File: src/hdl/glyph_row_expander_clipped_assert.svh
// assertion macros for the glyph row expander
`ifndef GLYPH_ROW_EXPANDER_CLIPPED_ASSERT_SVH
`define GLYPH_ROW_EXPANDER_CLIPPED_ASSERT_SVH

// condition implies consequence in the same cycle
`define GREC_ASSERT_NOW(lbl, ante, cons) \
  lbl: assert property (@(posedge clk) disable iff (rst) (ante) |-> (cons)) \
    else $error("glyph row expander check failed");

// condition implies consequence in the next cycle
`define GREC_ASSERT_NEXT(lbl, ante, cons) \
  lbl: assert property (@(posedge clk) disable iff (rst) (ante) |=> (cons)) \
    else $error("glyph row expander check failed");

`endif

File: src/hdl/grec_pkg.sv
// shared types and constants of the glyph row expander
package grec_pkg;

  localparam int ROW_IDX_W    = 5;
  localparam int SCREEN_DIM_W = 14;
  localparam int CFG_W        = 13;
  localparam int CFG_IDX_W    = 2;
  localparam int ADDR_OUT_W   = 25;
  localparam int COLOR_W      = 32;
  localparam int COLS         = 8;
  localparam int IN_DATA_W    = 120;
  localparam int OUT_DATA_W   = 296;
  localparam int QUEUE_DEPTH  = 2;
  localparam int QPTR_W       = 1;
  localparam int QCNT_W       = 2;

  typedef enum logic [CFG_IDX_W-1:0] {
    CFG_SCREEN_WIDTH    = 2'd0,
    CFG_SCREEN_HEIGHT   = 2'd1,
    CFG_DISPLAY_ENABLED = 2'd2
  } cfg_idx_t;

  typedef enum logic {
    OP_DRAW = 1'b0,
    OP_LOAD = 1'b1
  } op_t;

  typedef enum logic {
    ST_IDLE = 1'b0,
    ST_DRAW = 1'b1
  } back_state_t;

  typedef struct packed {
    logic [CFG_W-1:0] screen_width;
    logic [CFG_W-1:0] screen_height;
    logic             display_enabled;
  } cfg_t;

  typedef struct packed {
    logic                    is_load;
    logic [7:0]              code;
    logic [ROW_IDX_W-1:0]    row_first;
    logic [ROW_IDX_W-1:0]    row_last;
    logic [COLS-1:0]         mask;
    logic [ADDR_OUT_W-1:0]   base;
    logic [SCREEN_DIM_W-1:0] stride;
    logic [COLOR_W-1:0]      fg;
    logic [COLOR_W-1:0]      bg;
    logic [7:0]              load_bits;
  } cmd_t;

  typedef struct packed {
    logic push;
    cmd_t cmd;
  } q_push_t;

  typedef struct packed {
    logic valid;
    cmd_t cmd;
  } q_head_t;

  typedef struct packed {
    logic busy;
    logic stage_valid;
  } bk_stat_t;

endpackage

File: src/hdl/grec_queue.sv
// short command queue between front and back end
module grec_queue (
  input  logic              clk,
  input  logic              rst,
  input  grec_pkg::q_push_t push,
  input  logic              pop,
  output grec_pkg::q_head_t head,
  output logic              full,
  output logic [grec_pkg::QCNT_W-1:0] count
);
  import grec_pkg::*;

  cmd_t              slots [QUEUE_DEPTH];
  logic [QPTR_W-1:0] wr_ptr;
  logic [QPTR_W-1:0] rd_ptr;
  logic [QCNT_W-1:0] count_next;

  assign full       = (count == QCNT_W'(QUEUE_DEPTH));
  assign head.valid = (count != '0);
  assign head.cmd   = slots[rd_ptr];

  always_comb begin
    count_next = count;
    case ({push.push, pop})
      2'b10:   count_next = count + 1'b1;
      2'b01:   count_next = count - 1'b1;
      default: count_next = count;
    endcase
  end

  always_ff @(posedge clk) begin
    if (rst) begin
      wr_ptr <= '0;
      rd_ptr <= '0;
      count  <= '0;
    end else begin
      count <= count_next;
      if (push.push) begin
        wr_ptr <= wr_ptr + 1'b1;
      end
      if (pop) begin
        rd_ptr <= rd_ptr + 1'b1;
      end
    end
  end

  always_ff @(posedge clk) begin
    if (push.push) begin
      slots[wr_ptr] <= push.cmd;
    end
  end

endmodule

File: config.mk
export PLATFORM = sky130hd
export DESIGN_NAME = grec_queue
export DESIGN_NICKNAME = d
export VERILOG_FILES = /design/src/hdl/glyph_row_expander_clipped_assert.svh /design/src/hdl/grec_pkg.sv /design/src/hdl/grec_queue.sv
export SDC_FILE = /design/constraint.sdc
export NUM_CORES = 1
export LEC_CHECK = 0
export ABC_AREA = 1
export BUFFER_PORTS_ARGS = -buffer_cell sky130_fd_sc_hd__buf_4
export CAP_MARGIN = 20
export CORE_ASPECT_RATIO = 1.2
export CORE_MARGIN = 2
export CORE_UTILIZATION = 47
export DETAILED_ROUTE_END_ITERATION = 16
export PLACE_DENSITY = 0.79
export SETUP_SLACK_MARGIN = 0.2
export SYNTH_ARGS = -nofsm -noshare
export SYNTH_HDL_FRONTEND = slang
export SYNTH_SLANG_ARGS = --single-unit
File: constraint.sdc
create_clock -name clk -period 12.4 [get_ports clk]
set_input_delay 2.48 -clock clk [delete_from_list [all_inputs] [get_ports clk]]
set_output_delay 2.48 -clock clk [all_outputs]
set_load 0.02 [all_outputs]
**Yosys cells after proc, flatten, opt, wreduce, memory -nomap -nowiden**

Memories as Yosys holds them, arrays and structs flattened. A register that Yosys moved wholly into a read port is not among the register bits.
Cells that the tools add are included.

- Bits of input ports: 142
- Word-level logic and storage cells: 18
- Flip-flop bits (word level): 4
- Memory bits (read-only): 0
- Bits in writable memories: 276
- Bits in latches: 0
- Memories: 1
- Output and inout port bits: 142

Memory list:

| memory | depth | bits a word | rd ports | clocked after Yosys merged registers in | write ports | RTL line | RTL |
|---|---|---|---|---|---|---|---|
| slots | 2 | 138 | 1 | 1 | 1 | grec_queue.sv:13 | `cmd_t slots [QUEUE_DEPTH];` |

- Div/mod/pow operators: 0
- Bitwise gates (word level): 0
- Equal/unequal tests: 3
- Shift-type cells: 0
- Reductions and logical operators: 2
- Mux-type cells: 5
- Add/sub/neg operators: 4
- $lt $le $gt $ge: 0
- $mul: 0

Operator list:

| kind | count |
|---|---|
| $eq 2x2->1 const B | 2 |
| $mux 1 | 4 |
| $pmux 2 s2 | 1 |
| $reduce_bool 2->1 | 2 |
| $add 1x1->1 const B | 2 |
| $add 2x1->2 const B | 1 |
| $eq 2x1->1 const B | 1 |
| $sub 2x1->2 const B | 1 |

**Logic depth before layout (Yosys ltp)**

- Word-level depth: 3
- Mapped depth: 7
- Mapped depth without buffers: 7

**Worst setup path after synthesis**

No wires, ideal clock.

- Path type: input port to flip-flop
- Start point: in push[138] in the netlist's numbering
- End point: mem slots[0][0] in the netlist's numbering (enable)
- Library setup time: 0.641 ns
- Data required time: 11.759 ns
- Arrival time: 8.318 ns
- Path slack: 3.442 ns
- Stages: 2
- Cell sequence: inv_1 nor2_1

- Word-level cells in the longest chain between the ends: 2

Ends and longest elaborated chain:

| item | RTL line | RTL |
|---|---|---|
| from (decl) | grec_queue.sv:5 | `input grec_pkg::q_push_t push,` |
| $mux 1 | grec_queue.sv:48 | `if (push.push) begin` |
| $mux 1 (not written as such) | grec_queue.sv:49 | `slots[wr_ptr] <= push.cmd;` |
| to (decl) | grec_queue.sv:13 |  |

Every way passes these cells.

==> impl_metrics.py <==
metrics = {
    "run_status": {
        "status": "finished clean",
    },
    "grt": {
        "antenna_found_initial": 0,
        "grt_max_degree": 78,
        "grt_pass1_vias": 5659,
        "track_usage_pct": 16.7,
        "grt_overflow": 0,
        "grt_first_pass_wirelength_um": 30200,
    },
    "place": {
        "gp_congestion": 0.753,
        "place_area_um2": 12600,
        "post-dp-hpwl_um": 13000,
        "post-place-cells": 1008,
        "port_buffers": 283,
    },
    "layout": {
        "layoutNonFillerInstCount": 1056,
        "fin_area_um2": 13500,
        "regArea_um2": 8390,
        "fillers": 1577,
        "num_antenna_cells": 0,
        "final_nets": 906,
        "drive_gt1_share_pct": 59.5,
        "final_common_cell": "buf_4",
        "multi_input_area_um2": 1660,
        "layout_common_cells": "287 x buf_4, 276 x edfxtp_1, 138 x mux2_2",
        "area_delta_synth_final_pct": 31.7,
    },
    "floorplanning": {
        "die-area_um2": 23000,
        "die_h_um": 166,
        "rows": 59,
        "num_io_pins": 284,
        "fp.coreArea_um2": 21600,
        "die_w_um": 139,
        "initial_utilization_pct": 47.5,
    },
    "timing": {
        "setup-tns-final_ns": 0,
        "setup_viol": 0,
        "rsz0062_at_grt": "false",
        "finalCritPeriodShare_pct": 44.3,
        "hold_violations": 0,
        "worstMarginPinSlew_ns": 1.05,
        "fmax_mhz": 182,
        "maxSlewHeadroom_pct": 29.7,
        "final-max-slew-violation-count": 0,
        "min_period_ns": 5.50,
        "fin_worst_skew_ns": 0.00688,
    },
    "clock_tree": {
        "clock_latency_ns": 0.52,
        "cts-hold-fix-buffers": 0,
        "htreeDepth": 1,
        "root_buffer": "clkbuf_16",
        "cts_tree": "yes",
        "clk_pin_slew_worst_paths_ns": 0.06,
        "post_cts_resized": 0,
        "numCtsBuffers": 27,
        "post_cts_buffers": 0,
        "cts.path.max_buffers": 3,
        "cts.sinks": 281,
    },
    "routing": {
        "dr.pass1.iters": 4,
        "wl_per_cell_um": 18.9,
        "routed_via_density": 4.97,
        "vias": 5250,
        "routed_wl_um": 20000,
        "drtIter0Drc": 259,
        "drc_errors": 0,
        "postRouteAntennaNets": 0,
    },
    "worst_setup_path": {
        "r2r_start": "wr_ptr",
        "rrSetupSlack_ns": 10.04,
        "required_ns": 9.92,
        "path_class": "flop to primary output",
        "critPathCaptureType": "primary output",
        "max_stage_delay_ns": 1.03,
        "path_cells": "buf_4 -> mux2_2 -> buf_4",
        "r2r-end": "slots[1][124]",
        "critPathMaxFanout": 77,
        "worstPathArrival_ns": 3.02,
        "critPathBufInv": 2,
        "crit_family": "flip-flops",
        "r2r_cells": 3,
        "cp-start-kind": "flop",
        "cpMostUsedCell": "buf_4",
        "crit_slowest_cell": "dfxtp_4",
    },
    "pwr": {
        "swShare_pct": 22.0,
        "p_leak_uw": 0.00505,
        "seqPwrFrac_pct": 50.4,
        "max-vdd-ir-drop_v": 0.000127,
        "p_comb_share_pct": 12.5,
        "p_clk_share_pct": 37.2,
        "p_int_uw": 1740,
        "powerDensity_nw_per_um2": 165,
        "p_switching_uw": 490,
    },
    "yosys": {
        "ys_types": 14,
        "syn_inst": 462,
        "ys_ff_latch": 281,
        "netlist_area_um2": 10200,
        "synth_nets": 605,
        "postSynthAreaPerCell_um2": 22.1,
        "ys_seq_area_share_pct": 82.0,
        "yosysWarnings": 0,
    },
    "hold_path": {
        "hold_path.class": "flop to flop",
        "hold_depth": 2,
        "holdPathEnd": "count[1]",
        "min_from": "count[1]",
    },
    "flow_run": {
        "cap_violations": 0,
    },
}
==> worst max path at each step <==
stage	end	slack, ns	cells after the start
detailed placement	head[15]	7.41	3
finish	head[124]	6.90	3
floorplan	slots[0][0]	3.44	2
global placement	head[15]	7.36	3
CTS	head[15]	6.84	3
global route	head[59]	6.71	3
==> flip-flops by register name, indices dropped and copies added, names as in the netlist, named ones only <==
signal and cells:
count 2, rd_ptr 1, slots 276, wr_ptr 1
==> power groups by stage <==
| stage | clock [uW] | combinational, uW | sequential, uW |
|---|---|---|---|
| after floorplan | 0 | 163 | 1140 |
| after global placement | 0 | 276 | 1140 |
| after detailed placement | 0 | 281 | 1140 |
| after CTS | 848 | 282 | 1120 |
| after global routing | 885 | 294 | 1130 |
| final | 828 | 278 | 1120 |
==> layer usage <==
| layer | vias to the layer above | global-route usage [%] | part of all wire [%] |
|---|---|---|---|
| li1 | 2426 | - | - |
| met1 | 2575 | 18.5 | 36 |
| met2 | 200 | 29.7 | 52 |
| met3 | 49 | 5.44 | 7.7 |
| met4 | 0 | 6.72 | 4.0 |
| met5 | - | 0 | 0 |
==> synthesized netlist by cell type <==
cell type / number / area [um^2]
a21oi_1: 1 / 5.00
buf_2: 1 / 5.00
buf_6: 14 / 158
dfxtp_1: 5 / 100
edfxtp_1: 276 / 8290
ha_1: 1 / 12.5
inv_1: 7 / 26.3
mux2_2: 138 / 1550
nand2_1: 6 / 22.5
nand4_1: 1 / 6.26
nor2_1: 9 / 33.8
nor3_1: 1 / 5.00
o21ai_0: 1 / 5.00
xnor2_1: 1 / 8.76
==> tightest hold or removal path, stage by stage, from the launching register on <==
cell and delay, ns:
dfxtp_1 0.34, nor2_1 0.11, nor2_1 0.05
==> kinds of logic (layout without fill, tap and decap cells) <==
kind of cell	Yosys count	count (layout)	share of synthesized area, %
buf+inv	22	342	1.85
compound gates	2	2	0.0978
xor+xnor	1	1	0.0856
flops	281	281	82.0
fa+ha+maj	1	1	0.122
mux	138	138	15.2
simple gates	17	17	0.660
==> final cells by class <==
type | count | share of cell area (%)
Sequential cell | 281 | 62.3
Timing Repair Buffer | 287 | 16.0
Multi-Input combinational cell | 159 | 12.3
Clock buffer | 32 | 5.15
Tap cell | 274 | 2.54
Clock inverter | 16 | 1.49
Inverter | 7 | 0.232
==> per-stage QoR <==
stage / power, uW / setup slack (ns) / hold WS [ns] / utilization (%)
3_3_place_gp: 1420 / 7.36 / 0.495 / 58.4
5_1_grt: 2310 / 6.71 / 0.583 / 62.5
4_1_cts: 2250 / 6.84 / 0.539 / 62.5
2_1_floorplan: 1300 / 3.44 / 0.480 / -
6_report: 2230 / 6.90 / 0.536 / 62.5
3_5_place_dp: 1420 / 7.41 / 0.523 / 58.4
Power figures use the tool's default switching activity.
