### src/hdl/glyph_row_expander_clipped_assert.svh
// assertion macros for the glyph row expander
`ifndef GLYPH_ROW_EXPANDER_CLIPPED_ASSERT_SVH
`define GLYPH_ROW_EXPANDER_CLIPPED_ASSERT_SVH

// condition implies consequence in the same cycle
`define GREC_ASSERT_NOW(lbl, ante, cons) \
  lbl: assert property (@(posedge clk) disable iff (rst) (ante) |-> (cons)) \
    else $error("glyph row expander check failed");

// condition implies consequence in the next cycle
`define GREC_ASSERT_NEXT(lbl, ante, cons) \
  lbl: assert property (@(posedge clk) disable iff (rst) (ante) |=> (cons)) \
    else $error("glyph row expander check failed");

`endif

### src/hdl/grec_pkg.sv
// shared types and constants of the glyph row expander
package grec_pkg;

  localparam int ROW_IDX_W    = 5;
  localparam int SCREEN_DIM_W = 14;
  localparam int CFG_W        = 13;
  localparam int CFG_IDX_W    = 2;
  localparam int ADDR_OUT_W   = 25;
  localparam int COLOR_W      = 32;
  localparam int COLS         = 8;
  localparam int IN_DATA_W    = 120;
  localparam int OUT_DATA_W   = 296;
  localparam int QUEUE_DEPTH  = 2;
  localparam int QPTR_W       = 1;
  localparam int QCNT_W       = 2;

  typedef enum logic [CFG_IDX_W-1:0] {
    CFG_SCREEN_WIDTH    = 2'd0,
    CFG_SCREEN_HEIGHT   = 2'd1,
    CFG_DISPLAY_ENABLED = 2'd2
  } cfg_idx_t;

  typedef enum logic {
    OP_DRAW = 1'b0,
    OP_LOAD = 1'b1
  } op_t;

  typedef enum logic {
    ST_IDLE = 1'b0,
    ST_DRAW = 1'b1
  } back_state_t;

  typedef struct packed {
    logic [CFG_W-1:0] screen_width;
    logic [CFG_W-1:0] screen_height;
    logic             display_enabled;
  } cfg_t;

  typedef struct packed {
    logic                    is_load;
    logic [7:0]              code;
    logic [ROW_IDX_W-1:0]    row_first;
    logic [ROW_IDX_W-1:0]    row_last;
    logic [COLS-1:0]         mask;
    logic [ADDR_OUT_W-1:0]   base;
    logic [SCREEN_DIM_W-1:0] stride;
    logic [COLOR_W-1:0]      fg;
    logic [COLOR_W-1:0]      bg;
    logic [7:0]              load_bits;
  } cmd_t;

  typedef struct packed {
    logic push;
    cmd_t cmd;
  } q_push_t;

  typedef struct packed {
    logic valid;
    cmd_t cmd;
  } q_head_t;

  typedef struct packed {
    logic busy;
    logic stage_valid;
  } bk_stat_t;

endpackage

### src/hdl/grec_front.sv
// front end: accepts items, clips against the screen and builds commands
module grec_front #(
  parameter int GLYPH_ROWS     = 16,
  parameter int GLYPH_COUNT    = 128,
  parameter int MAX_SCREEN_DIM = 4096
) (
  input  grec_pkg::cfg_t                      cfg,
  input  logic                                s_tvalid,
  output logic                                s_tready,
  input  logic [grec_pkg::IN_DATA_W-1:0]      s_tdata,
  input  logic                                s_tuser,
  input  logic                                q_full,
  output grec_pkg::q_push_t                   push
);
  import grec_pkg::*;

  logic signed [15:0]      pos_x;
  logic signed [15:0]      pos_y;
  logic [7:0]              char_code;
  logic [COLOR_W-1:0]      fg_color;
  logic [COLOR_W-1:0]      bg_color;
  logic [3:0]              load_row;
  logic [7:0]              load_bits;
  logic [SCREEN_DIM_W-1:0] w_c;
  logic [SCREEN_DIM_W-1:0] h_c;
  logic signed [17:0]      xs;
  logic signed [17:0]      ys;
  logic signed [17:0]      w_s;
  logic signed [17:0]      h_s;
  logic signed [17:0]      px;
  logic signed [17:0]      lim;
  logic [COLS-1:0]         mask;
  logic                    vis_y;
  logic                    code_ok;
  logic                    keep;
  logic [15:0]             py0;
  logic [29:0]             prod;
  logic [ROW_IDX_W-1:0]    first_row;
  logic [ROW_IDX_W-1:0]    last_row;

  assign pos_x     = s_tdata[15:0];
  assign pos_y     = s_tdata[31:16];
  assign char_code = s_tdata[39:32];
  assign fg_color  = s_tdata[71:40];
  assign bg_color  = s_tdata[103:72];
  assign load_row  = s_tdata[107:104];
  assign load_bits = s_tdata[115:108];

  assign s_tready = !q_full;

  always_comb begin
    w_c = (SCREEN_DIM_W'(cfg.screen_width) > SCREEN_DIM_W'(MAX_SCREEN_DIM)) ?
          SCREEN_DIM_W'(MAX_SCREEN_DIM) : SCREEN_DIM_W'(cfg.screen_width);
    h_c = (SCREEN_DIM_W'(cfg.screen_height) > SCREEN_DIM_W'(MAX_SCREEN_DIM)) ?
          SCREEN_DIM_W'(MAX_SCREEN_DIM) : SCREEN_DIM_W'(cfg.screen_height);
    xs  = 18'(pos_x);
    ys  = 18'(pos_y);
    w_s = $signed({4'b0, w_c});
    h_s = $signed({4'b0, h_c});

    // horizontal clip, one compare pair per column
    mask = '0;
    px   = '0;
    for (int k = 0; k < COLS; k++) begin
      px      = xs + $signed(18'(k));
      mask[k] = (px >= 18'sd0) && (px < w_s);
    end

    // visible rows form one contiguous run; a zero height shows nothing
    vis_y = ((ys + $signed(18'(GLYPH_ROWS - 1))) >= 18'sd0) && (ys < h_s) &&
            (h_s > 18'sd0);
    first_row = ys[17] ? ROW_IDX_W'(-ys) : '0;
    lim = h_s - 18'sd1 - ys;
    last_row = (lim < $signed(18'(GLYPH_ROWS - 1))) ? ROW_IDX_W'(lim)
                                                    : ROW_IDX_W'(GLYPH_ROWS - 1);

    py0  = ys[17] ? 16'd0 : ys[15:0];
    prod = 30'(py0) * 30'(w_c);

    code_ok = {1'b0, char_code} < 9'(GLYPH_COUNT);
    if (s_tuser == OP_LOAD) begin
      keep = code_ok && ({2'b0, load_row} < 6'(GLYPH_ROWS));
    end else begin
      keep = cfg.display_enabled && code_ok && vis_y && (mask != '0);
    end

    push.push          = s_tvalid && s_tready && keep;
    push.cmd.is_load   = (s_tuser == OP_LOAD);
    push.cmd.code      = char_code;
    push.cmd.row_first = (s_tuser == OP_LOAD) ? ROW_IDX_W'(load_row) : first_row;
    push.cmd.row_last  = last_row;
    push.cmd.mask      = mask;
    push.cmd.base      = prod[ADDR_OUT_W-1:0] + {{9{pos_x[15]}}, pos_x};
    push.cmd.stride    = w_c;
    push.cmd.fg        = fg_color;
    push.cmd.bg        = bg_color;
    push.cmd.load_bits = load_bits;
  end

endmodule

### config.mk
export PLATFORM = sky130hd
export DESIGN_NAME = grec_front
export DESIGN_NICKNAME = d
export VERILOG_FILES = /design/src/hdl/glyph_row_expander_clipped_assert.svh /design/src/hdl/grec_pkg.sv /design/src/hdl/grec_front.sv
export SDC_FILE = /design/constraint.sdc
export NUM_CORES = 1
export LEC_CHECK = 0
export BUFFER_PORTS_ARGS = -buffer_cell sky130_fd_sc_hd__buf_2
export CAP_MARGIN = 10
export CORE_MARGIN = 8
export CORE_UTILIZATION = 45
export DETAILED_ROUTE_END_ITERATION = 10
export PLACE_DENSITY = 0.69
export SLEW_MARGIN = 20
export SYNTH_ARGS = -nofsm -noshare
export SYNTH_HDL_FRONTEND = slang
export SYNTH_SLANG_ARGS = --single-unit
### constraint.sdc
create_clock -name vclk -period 9.7
set_clock_uncertainty 0.1 [all_clocks]
set_input_delay 0.97 -clock vclk [all_inputs]
set_output_delay 0.97 -clock vclk [all_outputs]
set_load 0.05 [all_outputs]
Word-level counts from Yosys, hierarchy flattened:

Index checks and enable logic that the tools add are counted.

* register bits: 0
* latch bits: 0
* bits in writable memories: 0
* ROM bits: 0
* word-level logic and storage cells: 60
* memories: 0

* add/subtract/negate cells: 12
* $mul: 1
* divide/modulo/power cells: 0
* order comparisons: 23
* equal/unequal tests: 0
* shift-type cells: 0
* multiplexer cells: 7
* bitwise operators: 0
* reduce and logical (&&, ||, !) cells: 17

Operators with widths (count)
* 17-bit by 1-bit >= comparator with 1-bit output, second input constant: 8
* 17-bit by 14-bit < comparator with 1-bit output: 7
* 16-bit by 4-bit adder with 17-bit output, second input constant: 4
* 16-bit by 3-bit adder with 17-bit output, second input constant: 2
* 16-bit by 14-bit < comparator with 1-bit output: 2
* 13-bit greater-than comparator, second input constant: 2
* 13-bit 2-to-1 mux: 2
* 25-bit adder: 1
* 15-bit by 13-bit multiplier with 25-bit output: 1
* 16-bit by 2-bit adder with 17-bit output, second input constant: 1
* 16-bit by 5-bit adder with 17-bit output, second input constant: 1
* 17-bit by 5-bit < comparator with 1-bit output, second input constant: 1
* 14-bit by 16-bit subtractor with 17-bit output: 1
* 16-bit by 1-bit >= comparator with 1-bit output, second input constant: 1
* 1-bit logical AND: 15
* 15-bit 2-to-1 mux: 1
* 5-bit 2-to-1 mux: 3
* 13-bit by 1-bit subtractor with 14-bit output, second input constant: 1
* 13-bit by 1-bit greater-than comparator with 1-bit output, second input constant: 1
* 8-bit < comparator, second input constant: 1
* 8-bit nonzero test: 1
* 5-bit negator: 1
* 1-bit zero test: 1
* 1-bit 2-to-1 mux: 1

Depth between registers and ports, before layout:

Gate-level depths: netlist of run 1.

* word-level depth: 9
* mapped depth: 27

Worst setup path before layout of run 1:

OpenSTA, ideal clock, no wires.

* path type: input to output
* start point: in cfg[26] (netlist name)
* end point: out push[110] (netlist name)
* arrival: 8.644 ns
* slack: -0.014 ns
* cell stages on the path: 23
* cell sequence: clkbuf_1 inv_1 clkbuf_1 nand2_1 inv_1 nand2_1 fa_1 fa_1 inv_1 fa_1 fa_1 fa_1 inv_1 fa_1 inv_1 ha_1 and3_1 nand3_1 a211o_1 a31o_2 a21boi_1 nor4_1 a311oi_1

RTL lines
* from (decl): line grec_front.sv:7 `input grec_pkg::cfg_t cfg,`
* to (decl): line grec_front.sv:13 `output grec_pkg::q_push_t push`

==> results of run 1 <==
layout make-up:
| class | instances | area [um2] | area share (%) |
|---|---|---|---|
| Inverter | 267 | 1000 | 7.61 |
| Multi-Input combinational cell | 1263 | 10800 | 82.3 |
| Tap cell | 378 | 473 | 3.59 |
| Timing Repair Buffer | 156 | 853 | 6.48 |
final timing paths:
| check | slack, ns | to | cells after the start |
|---|---|---|---|
| setup / recovery | 0.61 | push[110] | 23 |
| hold / removal | 1.84 | push[11] | 0 |
routing by layer:
metal / track usage [%] / part of all wire, % / vias up / routed length (um)
met2: 37.8 / 45 / 523 / 17600
li1: - / - / 5311 / -
met1: 30.3 / 42 / 5422 / 16600
met5: 0 / 0.033 / - / 13
met3: 4.58 / 9.2 / 102 / 3610
met4: 7.68 / 3.5 / 2 / 1370
cell usage in the layout (no fill, tap or decap), types with 3 or more instances in the layout:
master,count
sky130_fd_sc_hd__nand2_1,210
sky130_fd_sc_hd__nand3b_1,3
sky130_fd_sc_hd__nor2_1,180
sky130_fd_sc_hd__nand3_1,35
sky130_fd_sc_hd__mux2i_1,6
sky130_fd_sc_hd__nor3_1,25
sky130_fd_sc_hd__xnor2_1,111
sky130_fd_sc_hd__or4_1,4
sky130_fd_sc_hd__xor2_1,18
sky130_fd_sc_hd__and3_1,11
sky130_fd_sc_hd__o21a_1,6
sky130_fd_sc_hd__buf_2,127
sky130_fd_sc_hd__o21bai_1,7
sky130_fd_sc_hd__a2111oi_0,3
sky130_fd_sc_hd__clkinv_1,4
sky130_fd_sc_hd__nand2b_1,4
sky130_fd_sc_hd__a21o_1,41
sky130_fd_sc_hd__nand4_1,18
sky130_fd_sc_hd__or2_2,6
sky130_fd_sc_hd__a21oi_1,64
sky130_fd_sc_hd__a31oi_1,4
sky130_fd_sc_hd__inv_1,258
sky130_fd_sc_hd__o211ai_1,4
sky130_fd_sc_hd__inv_2,5
sky130_fd_sc_hd__nor2b_1,22
sky130_fd_sc_hd__o22ai_1,3
sky130_fd_sc_hd__or3_1,6
sky130_fd_sc_hd__fa_1,162
sky130_fd_sc_hd__a211oi_1,8
sky130_fd_sc_hd__o31ai_1,5
sky130_fd_sc_hd__a21boi_0,3
sky130_fd_sc_hd__a211o_1,3
sky130_fd_sc_hd__buf_4,29
sky130_fd_sc_hd__ha_1,206
sky130_fd_sc_hd__nor4_1,15
sky130_fd_sc_hd__o311a_1,3
sky130_fd_sc_hd__o2111ai_1,5
sky130_fd_sc_hd__o21ai_0,29
critical path: cells and delay by family:
| kind | cells | cell delay [ns] |
|---|---|---|
| buffers and inverters | 7 | 1.33 |
| adders and majority gates | 7 | 3.46 |
| and+or+nand+nor | 5 | 0.87 |
| AOI/OAI and AO/OA | 4 | 1.36 |
cells in the mapped netlist, types with 3 or more instances:
library cell	count
sky130_fd_sc_hd__a2111oi_0	3
sky130_fd_sc_hd__a211o_1	3
sky130_fd_sc_hd__a211oi_1	8
sky130_fd_sc_hd__a21boi_0	3
sky130_fd_sc_hd__a21o_1	41
sky130_fd_sc_hd__a21oi_1	64
sky130_fd_sc_hd__a31oi_1	4
sky130_fd_sc_hd__and3_1	11
sky130_fd_sc_hd__buf_1	5
sky130_fd_sc_hd__buf_4	82
sky130_fd_sc_hd__clkbuf_1	39
sky130_fd_sc_hd__clkinv_1	4
sky130_fd_sc_hd__fa_1	162
sky130_fd_sc_hd__ha_1	206
sky130_fd_sc_hd__inv_1	258
sky130_fd_sc_hd__inv_2	5
sky130_fd_sc_hd__mux2i_1	6
sky130_fd_sc_hd__nand2_1	210
sky130_fd_sc_hd__nand2b_1	4
sky130_fd_sc_hd__nand3_1	35
sky130_fd_sc_hd__nand3b_1	3
sky130_fd_sc_hd__nand4_1	18
sky130_fd_sc_hd__nor2_1	180
sky130_fd_sc_hd__nor2b_1	22
sky130_fd_sc_hd__nor3_1	25
sky130_fd_sc_hd__nor4_1	15
sky130_fd_sc_hd__o2111ai_1	5
sky130_fd_sc_hd__o211ai_1	4
sky130_fd_sc_hd__o21a_1	6
sky130_fd_sc_hd__o21ai_0	29
sky130_fd_sc_hd__o21bai_1	7
sky130_fd_sc_hd__o22ai_1	3
sky130_fd_sc_hd__o311a_1	3
sky130_fd_sc_hd__o31ai_1	5
sky130_fd_sc_hd__or2_2	6
sky130_fd_sc_hd__or3_1	6
sky130_fd_sc_hd__or4_1	4
sky130_fd_sc_hd__xnor2_1	111
sky130_fd_sc_hd__xor2_1	18
logic make-up (layout without fill, tap and decap cells):
| family | count (synthesis) | in the layout | synth area share, % |
|---|---|---|---|
| XOR/XNOR | 129 | 129 | 8.96 |
| multiplexers | 7 | 7 | 0.565 |
| other | 1 | 1 | 0.0297 |
| buffers and inverters | 394 | 423 | 14.2 |
| AO/OA/AOI/OAI | 209 | 209 | 11.0 |
| AND/OR/NAND/NOR | 549 | 549 | 19.1 |
| adder cells (fa/ha/maj) | 368 | 368 | 46.1 |
power groups by stage:
stage | clock network, mW | registers (mW) | logic, mW
6_report | 0 | 0 | 1.63
5_1_grt | 0 | 0 | 1.80
4_1_cts | 0 | 0 | 1.64
3_5_place_dp | 0 | 0 | 1.63
3_3_place_gp | 0 | 0 | 1.61
2_1_floorplan | 0 | 0 | 1.34
==> load_flow_metrics.sql, run 1 <==
INSERT INTO impl_metrics (metric_group, metric, value, unit) VALUES
('setup_path', 'crit_path_cell_trace', 'buf_2 > inv_1 > nand2_1 > inv_1 > nand2_1 > fa_1 > fa_1 > inv_1 > fa_1 > fa_1 > fa_1 > inv_1 > fa_1 > inv_1 > ha_1 > and3_1 > nand3_1 > a211o_1 > a31o_2 > a21boi_1 > nor4_1 > a311oi_2 > buf_2', ''),
('yosys', 'net_count_after_synthesis', '2175', ''),
('timing', 'tns', '0', 'ns'),
('setup_path', 'cp.required', '8.63', 'ns'),
('cells_and_area', 'final_util', '47.5', '%'),
('route', 'number_of_nets_with_antenna_violations_after_routing', '0', ''),
('power_and_ir_drop', 'vdd_ir_drop_max', '158', 'uV'),
('route', 'vias', '11400', ''),
('die', 'die-width', '183', 'um'),
('timing', 'setup_viol_count_final', '0', ''),
('cells_and_area', 'final_instance_area', '13200', 'um2'),
('placement', 'post-place-cells', '2064', ''),
('setup_path', 'start_kind', 'input port', ''),
('timing', 'holdWs', '1.84', 'ns'),
('route', 'route.detailed.drc', '0', ''),
('route', 'drt_pass1_iterations', '5', ''),
('cells_and_area', 'nNetsFinal', '2206', ''),
('timing', 'finalWorstPathRequiredPeriod', '9.09', 'ns'),
('placement', 'place.port_buffers', '127', ''),
('yosys', 'post_synth_num_cell_types', '66', ''),
('die', 'die_footprint', '33600', 'um2'),
('grt', 'gr-total-overflow', '0', ''),
('power_and_ir_drop', 'p_leak', '6.63', 'nW'),
('power_and_ir_drop', 'power.share.switching', '68.8', '%'),
('placement', 'place_congestion', '0.951', ''),
('timing', 'max_freq', '110', 'MHz'),
('die', 'initial_utilization', '45.5', '%'),
('die', 'io-pin-count', '290', ''),
('yosys', 'yosys-top-cells-area', 'sky130_fd_sc_hd__fa_1 (26%), sky130_fd_sc_hd__ha_1 (20%), sky130_fd_sc_hd__xnor2_1 (7.7%), sky130_fd_sc_hd__inv_1 (7.7%), sky130_fd_sc_hd__nand2_1 (6.2%)', ''),
('cells_and_area', 'fraction_of_layout_cells_with_a_size_suffix_above_1', '10.4', '%'),
('cells_and_area', 'clock_buffers', '0', ''),
('placement', 'hpwl', '32400', 'um'),
('power_and_ir_drop', 'power.clock.fraction', '0', '%'),
('route', 'viasPerCell', '5.50', ''),
('timing', 'rsz0062_at_grt', 'false', ''),
('status', 'outcome', 'finished, final reports clean', ''),
('setup_path', 'worst_path_fanout_max', '12', ''),
('power_and_ir_drop', 'post-layout-total-power', '1.63', 'mW'),
('setup_path', 'critical_path.slowest_cell', 'sky130_fd_sc_hd__fa_1', ''),
('power_and_ir_drop', 'power.share.combinational', '100.0', '%'),
('die', 'fp-row-count', '61', ''),
('route', 'wire_per_inst', '19.0', 'um'),
('route', 'routed_wirelength', '39200', 'um'),
('timing', 'finalWorstSetupSlack', '0.609', 'ns'),
('timing', 'max_slew.worst_pin.slew', '0.979', 'ns'),
('grt', 'grt_antenna_before_repair', '1', ''),
('yosys', 'synthesis.instances', '1657', ''),
('die', 'die_height', '183', 'um'),
('route', 'first_iter_violations', '770', ''),
('clock_tree', 'post_cts.resized_instances', '0', ''),
('setup_path', 'crit_start', 'cfg[26]', ''),
('run', 'timing.max_cap.violations', '0', ''),
('hold_path', 'hp-class', 'input port to output pin', ''),
('yosys', 'post_synth_instance_area', '12600', 'um2'),
('grt', 'vias_in_the_first_global_route', '11900', ''),
('die', 'core-area', '27700', 'um2'),
('power_and_ir_drop', 'power_switching', '1.12', 'mW'),
('setup_path', 'data_arrival_time_of_the_critical_path', '8.02', 'ns'),
('yosys', 'yosysSeqAreaShare', '0', '%'),
('setup_path', 'crit_top_cell', 'sky130_fd_sc_hd__fa_1', ''),
('cells_and_area', 'seq_area', '0', 'um2'),
('clock_tree', 'hold_bufs_at_cts', '0', ''),
('setup_path', 'crit_path_max_incr_delay', '0.54', 'ns'),
('power_and_ir_drop', 'power.density_cell_area', '124', 'nW/um2'),
('setup_path', 'end_kind', 'output pin', ''),
('grt', 'grt_start_max_net_pins', '21', ''),
('hold_path', 'worst_hold_startpoint', 's_tdata[75]', ''),
('timing', 'final_min_period_over_clock_period', '93.7', '%'),
('timing', 'hold_violations', '0', ''),
('cells_and_area', 'area_growth', '4.33', '%'),
('setup_path', 'criticalPathCategory', 'input port to output pin', '');
Power figures use the tool's default switching activity.
==> run 2, diff against run 1 <==
Settings changed: GPL_TIMING_DRIVEN set to 0.
Clock period 9.7 ns to 9.5 ns, I/O delays scaled along.
==> load_flow_metrics.sql, run 2 (same netlist as run 1, synthesis figures left out) <==
INSERT INTO impl_metrics (metric_group, metric, value, unit) VALUES
('status', 'outcome', 'finished, final reports clean', ''),
('route', 'vias', '12100', ''),
('cells_and_area', 'final_util', '51.1', '%'),
('power_and_ir_drop', 'post-layout-total-power', '1.78', 'mW'),
('route', 'first_iter_violations', '872', ''),
('route', 'route.detailed.drc', '0', ''),
('placement', 'place_congestion', '0.972', ''),
('cells_and_area', 'antenna_cells_inserted', '0', ''),
('cells_and_area', 'most_frequent_standard_cell_in_the_layout_excluding_fill_and_tap_cells', 'sky130_fd_sc_hd__inv_1', ''),
('placement', 'place.port_buffers', '202', ''),
('cells_and_area', 'clock_buffers', '0', ''),
('placement', 'hpwl', '34900', 'um'),
('timing', 'finalWorstPathRequiredPeriod', '9.21', 'ns'),
('timing', 'hold_violations', '0', ''),
('die', 'initial_utilization', '45.5', '%'),
('power_and_ir_drop', 'power.density_cell_area', '126', 'nW/um2'),
('die', 'fp-row-count', '61', ''),
('cells_and_area', 'seq_area', '0', 'um2'),
('setup_path', 'cp.required', '8.45', 'ns'),
('timing', 'final_min_period_over_clock_period', '96.9', '%'),
('cells_and_area', 'n_sequential_cell', '0', ''),
('grt', 'global_route_wire_length_before_repair', '65700', 'um'),
('timing', 'slew-limit-headroom', '20.3', '%'),
('setup_path', 'worst_path_fanout_max', '10', ''),
('cells_and_area', 'multiInputGateArea', '10900', 'um2'),
('route', 'number_of_nets_with_antenna_violations_after_routing', '0', ''),
('setup_path', 'data_arrival_time_of_the_critical_path', '8.16', 'ns'),
('route', 'viasPerCell', '5.40', ''),
('route', 'wire_per_inst', '18.6', 'um'),
('setup_path', 'criticalPathCategory', 'input port to output pin', ''),
('cells_and_area', 'fraction_of_layout_cells_with_a_size_suffix_above_1', '17.1', '%'),
('cells_and_area', 'final_cell_mix', 'sky130_fd_sc_hd__inv_1 (258), sky130_fd_sc_hd__nand2_1 (207), sky130_fd_sc_hd__ha_1 (206)', ''),
('hold_path', 'endpoint_with_the_worst_hold_slack', 'push[48]', ''),
('power_and_ir_drop', 'vdd_ir_drop_max', '197', 'uV'),
('timing', 'max_slew.worst_pin.slew', '1.18', 'ns'),
('hold_path', 'hp-class', 'input port to output pin', ''),
('die', 'core-area', '27700', 'um2'),
('route', 'drt_pass1_iterations', '5', ''),
('timing', 'holdWs', '2.10', 'ns'),
('route', 'routed_wirelength', '41600', 'um'),
('power_and_ir_drop', 'p_leak', '7.26', 'nW'),
('timing', 'maxSlewViolCount', '0', ''),
('timing', 'max_freq', '109', 'MHz'),
('grt', 'total_routing_usage_reported_by_global_routing', '24.3', '%'),
('die', 'io-pin-count', '290', ''),
('setup_path', 'end_kind', 'output pin', ''),
('placement', 'place_area', '14100', 'um2'),
('timing', 'tns', '0', 'ns'),
('die', 'die-width', '183', 'um'),
('grt', 'grt_start_max_net_pins', '18', ''),
('cells_and_area', 'final_instance_area', '14100', 'um2'),
('timing', 'rsz0062_at_grt', 'false', ''),
('hold_path', 'timing.hold.worst_path_depth', '2', ''),
('cells_and_area', 'nNetsFinal', '2378', ''),
('grt', 'grt_antenna_before_repair', '1', ''),
('cells_and_area', 'area_growth', '12.1', '%'),
('run', 'timing.max_cap.violations', '0', ''),
('grt', 'gr-total-overflow', '0', ''),
('die', 'die_footprint', '33600', 'um2'),
('setup_path', 'start_kind', 'input port', ''),
('hold_path', 'worst_hold_startpoint', 's_tdata[48]', ''),
('die', 'die_height', '183', 'um'),
('grt', 'vias_in_the_first_global_route', '12500', ''),
('cells_and_area', 'fillers', '2742', ''),
('timing', 'setup_viol_count_final', '0', '');
[run 2: changes by cell type in the layout (fill, tap and decap cells not counted), moves of 3 or more]
cell / change
sky130_fd_sc_hd__buf_1: +5
sky130_fd_sc_hd__buf_2: +77
sky130_fd_sc_hd__buf_4: +53
sky130_fd_sc_hd__clkbuf_1: +31
sky130_fd_sc_hd__clkbuf_2: +4
sky130_fd_sc_hd__nand2_1: -3
[run 2: cell type report]
cell class                      instances  share of cell area, %
Multi-Input combinational cell       1263                   76.7
Buffer                                126                   5.63
Tap cell                              378                   3.34
Timing Repair Buffer                  202                   7.15
Inverter                              267                   7.14
[run 2: critical path: stages]
cell and delay [ns]:
sky130_fd_sc_hd__clkbuf_1 0.24, sky130_fd_sc_hd__inv_1 0.13, sky130_fd_sc_hd__clkbuf_1 0.38, sky130_fd_sc_hd__buf_1 0.47
sky130_fd_sc_hd__nand2_2 0.32, sky130_fd_sc_hd__nor2_1 0.23, sky130_fd_sc_hd__fa_1 0.45, sky130_fd_sc_hd__fa_1 0.54
sky130_fd_sc_hd__fa_1 0.52, sky130_fd_sc_hd__fa_1 0.53, sky130_fd_sc_hd__fa_1 0.55, sky130_fd_sc_hd__inv_1 0.05
sky130_fd_sc_hd__fa_1 0.49, sky130_fd_sc_hd__inv_1 0.04, sky130_fd_sc_hd__ha_1 0.33, sky130_fd_sc_hd__and3_1 0.24
sky130_fd_sc_hd__nand3_1 0.09, sky130_fd_sc_hd__a211o_1 0.33, sky130_fd_sc_hd__a31o_2 0.28, sky130_fd_sc_hd__a21boi_2 0.34
sky130_fd_sc_hd__nor4_1 0.12, sky130_fd_sc_hd__a311oi_2 0.23, sky130_fd_sc_hd__buf_2 0.30
[run 2: routing by layer]
metal / track usage (%) / share of wire, % / wire length (um)
met5: 0 / 0.031 / 13
met3: 3.99 / 9.8 / 4070
met4: 8.07 / 3.7 / 1560
met2: 39.9 / 45 / 18500
met1: 31.9 / 42 / 17400
[run 2: worst max path at each step]
stage | slack (ns) | end | start | cells past startpoint
final | 0.29 | push[110] | s_tdata[31] | 23
after detailed placement | -1.33 | push[110] | cfg[26] | 24
after global placement | -1.25 | push[110] | cfg[26] | 24
after floorplan | 0.25 | push[110] | cfg[26] | 23
after CTS | 0.03 | push[110] | cfg[26] | 25
after global routing | 0.03 | push[109] | cfg[26] | 28
[run 2: per-stage QoR]
step	setup slack (ns)	cells
2_1_floorplan	0.250	1657
3_3_place_gp	-1.25	2237
3_5_place_dp	-1.33	2237
4_1_cts	0.0251	2237
5_1_grt	0.0269	2236
6_report	0.292	2236
[run 2: power by group]
| group | internal (mW) | switching (mW) |
|---|---|---|
| Combinational | 0.551 | 1.23 |
| Clock | 0 | 0 |
| Sequential | 0 | 0 |
[run 2: repair_timing]
item                                    in CTS  in global routing
buffers inserted                             0                  0
resized for setup                            9                 11
hold buffers                                 0                  0
endpoints found under the setup margin      13                  6
==> run 3, diff against run 2 <==
Settings changed: ABC_AREA set to 1, PLACE_DENSITY 0.69 to 0.68, SLEW_MARGIN 20 to 25.
==> load_flow_metrics.sql, run 3 <==
INSERT INTO impl_metrics (metric_group, metric, value, unit) VALUES
('status', 'outcome', 'finished, final reports clean', ''),
('setup_path', 'critical_path.slowest_cell', 'sky130_fd_sc_hd__fa_1', ''),
('yosys', 'synth_compound_area_share', '8.01', '%'),
('placement', 'place_area', '14900', 'um2'),
('grt', 'grt_start_max_net_pins', '18', ''),
('yosys', 'yosysSeqAreaShare', '0', '%'),
('power_and_ir_drop', 'vdd_ir_drop_max', '148', 'uV'),
('timing', 'tns', '0', 'ns'),
('yosys', 'synthDominantAreaCellType', 'sky130_fd_sc_hd__fa_1', ''),
('route', 'number_of_nets_with_antenna_violations_after_routing', '0', ''),
('placement', 'post-place-cells', '2518', ''),
('placement', 'place.port_buffers', '203', ''),
('setup_path', 'cp.required', '8.45', 'ns'),
('cells_and_area', 'final_cell_mix', 'sky130_fd_sc_hd__inv_1 (379), sky130_fd_sc_hd__nand2_1 (369), sky130_fd_sc_hd__nor2_1 (222)', ''),
('route', 'first_iter_violations', '868', ''),
('cells_and_area', 'most_frequent_standard_cell_in_the_layout_excluding_fill_and_tap_cells', 'sky130_fd_sc_hd__inv_1', ''),
('setup_path', 'criticalPathCategory', 'input port to output pin', ''),
('die', 'core-area', '29500', 'um2'),
('timing', 'holdWs', '2.10', 'ns'),
('placement', 'place_congestion', '0.999', ''),
('yosys', 'post_synth_mux_area_share', '0', '%'),
('die', 'io-pin-count', '290', ''),
('yosys', 'arithmetic_cell_share_of_the_synthesized_area_counting_full_adders_half_adders_and_majority_gates', '43.5', '%'),
('grt', 'grt_antenna_before_repair', '1', ''),
('die', 'die_footprint', '35500', 'um2'),
('timing', 'setup_viol_count_final', '0', ''),
('timing', 'maxSlewViolCount', '0', ''),
('yosys', 'synthesis.instances', '1924', ''),
('route', 'wire_per_inst', '17.1', 'um'),
('power_and_ir_drop', 'p_leak', '8.31', 'nW'),
('yosys', 'synth_most_common_cell', 'sky130_fd_sc_hd__inv_1', ''),
('timing', 'finalWorstPathRequiredPeriod', '9.12', 'ns'),
('run', 'timing.max_cap.violations', '0', ''),
('yosys', 'yosysWarnings', '0', ''),
('timing', 'max_freq', '110', 'MHz'),
('hold_path', 'hp-class', 'input port to output pin', ''),
('grt', 'grt-busiest-layer', 'met2', ''),
('die', 'fp-row-count', '63', ''),
('cells_and_area', 'area_growth', '11.3', '%'),
('yosys', 'synth_xor_area_share', '7.59', '%'),
('setup_path', 'crit_top_cell', 'sky130_fd_sc_hd__inv_1', ''),
('timing', 'slew-limit-headroom', '40.1', '%'),
('route', 'viasPerCell', '5.18', ''),
('yosys', 'net_count_after_synthesis', '2442', ''),
('yosys', 'synth_commonest_cells', 'sky130_fd_sc_hd__inv_1 (379), sky130_fd_sc_hd__nand2_1 (369), sky130_fd_sc_hd__nor2_1 (222)', ''),
('setup_path', 'start_kind', 'input port', ''),
('route', 'drt_pass1_iterations', '6', ''),
('cells_and_area', 'final-instance-count-excl-fill', '2519', ''),
('setup_path', 'worst_path_fanout_max', '17', ''),
('setup_path', 'worst-path-buf-inv', '12', ''),
('grt', 'groute.layer.met2.usage', '43.3', '%'),
('clock_tree', 'cts_setup_buffers', '0', ''),
('timing', 'max_slew.worst_pin.slew', '0.887', 'ns'),
('route', 'routed_wirelength', '43000', 'um'),
('grt', 'globalRouteMet3Util', '2.33', '%'),
('grt', 'total_routing_usage_reported_by_global_routing', '23.9', '%'),
('timing', 'rsz0062_at_grt', 'false', ''),
('cells_and_area', 'clock_buffers', '0', ''),
('clock_tree', 'post_cts.resized_instances', '0', ''),
('yosys', 'yosys.area_share.simple', '23.5', '%'),
('setup_path', 'critical-path-top-delay-family', 'adder cells', ''),
('grt', 'gr-total-overflow', '0', ''),
('route', 'vias', '13000', ''),
('yosys', 'post_synth_num_cell_types', '54', ''),
('yosys', 'synth_top_area_share', '24.2', '%'),
('grt', 'met1_use_gr', '28.1', '%'),
('yosys', 'yosys-top-cells-area', 'sky130_fd_sc_hd__fa_1 (24%), sky130_fd_sc_hd__ha_1 (19%), sky130_fd_sc_hd__inv_1 (11%), sky130_fd_sc_hd__nand2_1 (10%), sky130_fd_sc_hd__xor2_1 (6.5%)', ''),
('grt', 'global_route_wire_length_before_repair', '69500', 'um'),
('grt', 'vias_in_the_first_global_route', '13800', ''),
('die', 'initial_utilization', '45.4', '%'),
('cells_and_area', 'fraction_of_layout_cells_with_a_size_suffix_above_1', '17.5', '%'),
('yosys', 'dominant_combinational_cell_family_by_area_after_synthesis', 'adder cells', ''),
('yosys', 'post_synth_instance_area', '13400', 'um2'),
('cells_and_area', 'n_sequential_cell', '0', ''),
('cells_and_area', 'seq_area', '0', 'um2'),
('route', 'route.detailed.drc', '0', ''),
('timing', 'hold_violations', '0', ''),
('clock_tree', 'hold_bufs_at_cts', '0', ''),
('setup_path', 'crit_path_max_incr_delay', '0.54', 'ns'),
('setup_path', 'data_arrival_time_of_the_critical_path', '8.07', 'ns'),
('cells_and_area', 'final_instance_area', '14900', 'um2'),
('timing', 'final_min_period_over_clock_period', '96.0', '%'),
('cells_and_area', 'nNetsFinal', '2648', ''),
('setup_path', 'end_kind', 'output pin', ''),
('power_and_ir_drop', 'power.density_cell_area', '126', 'nW/um2'),
('placement', 'hpwl', '37700', 'um'),
('die', 'die-width', '189', 'um'),
('yosys', 'syn_avg_cell_area', '6.96', 'um2'),
('die', 'die_height', '189', 'um');
run 3: changes by cell type in the layout (fill, tap and decap cells not counted), sizes merged, moves of 38 or more:
cell / previous run / this run
nand2: 210 / 384
inv: 263 / 395
xnor2: 111 / 17
xor2: 18 / 99
nor2: 180 / 239
a21o: 41 / 3
run 3: final timing paths:
| check | end | start | cells past startpoint | slack (ns) |
|---|---|---|---|---|
| min | push[2] | s_tdata[110] | 2 | 2.10 |
| max | push[104] | cfg[26] | 30 | 0.38 |
run 3: cell type report:
type	instances	area [um2]
Inverter	402	1520
Multi-Input combinational cell	1410	11100
Antenna cell	1	2.50
Fill cell	3083	14600
Timing Repair Buffer	204	1030
Buffer	112	813
Tap cell	390	488
run 3: cells by family after synthesis:
| group | count (synthesis) |
|---|---|
| AO/OA/AOI/OAI | 185 |
| XOR/XNOR | 116 |
| adder cells (fa/ha/maj) | 368 |
| buffers and inverters | 514 |
| other | 1 |
| AND/OR/NAND/NOR | 740 |
run 3: layer usage:
metal	vias to the layer above	wire length (um)
met5	-	0
li1	6280	-
met4	0	2230
met2	479	21300
met1	6149	17000
met3	129	2490
run 3: through the flow:
stage / total power, mW / worst slack (ns) / utilization (%)
final: 1.88 / 0.380 / 50.6
after global routing: 2.06 / 0.104 / 50.6
after CTS: 1.89 / 0.443 / 50.6
after detailed placement: 1.88 / 0.447 / 50.6
after global placement: 1.86 / 0.513 / 50.5
after floorplan: 1.44 / 0.807 / -
run 3: where the power goes:
part / internal [mW] / switching (mW) / total (mW) / leakage, nW
Clock: 0.0000000141 / 0 / 0.0000000141 / 0.00000634
Sequential: 0 / 0 / 0 / 0
Combinational: 0.546 / 1.33 / 1.88 / 8.31
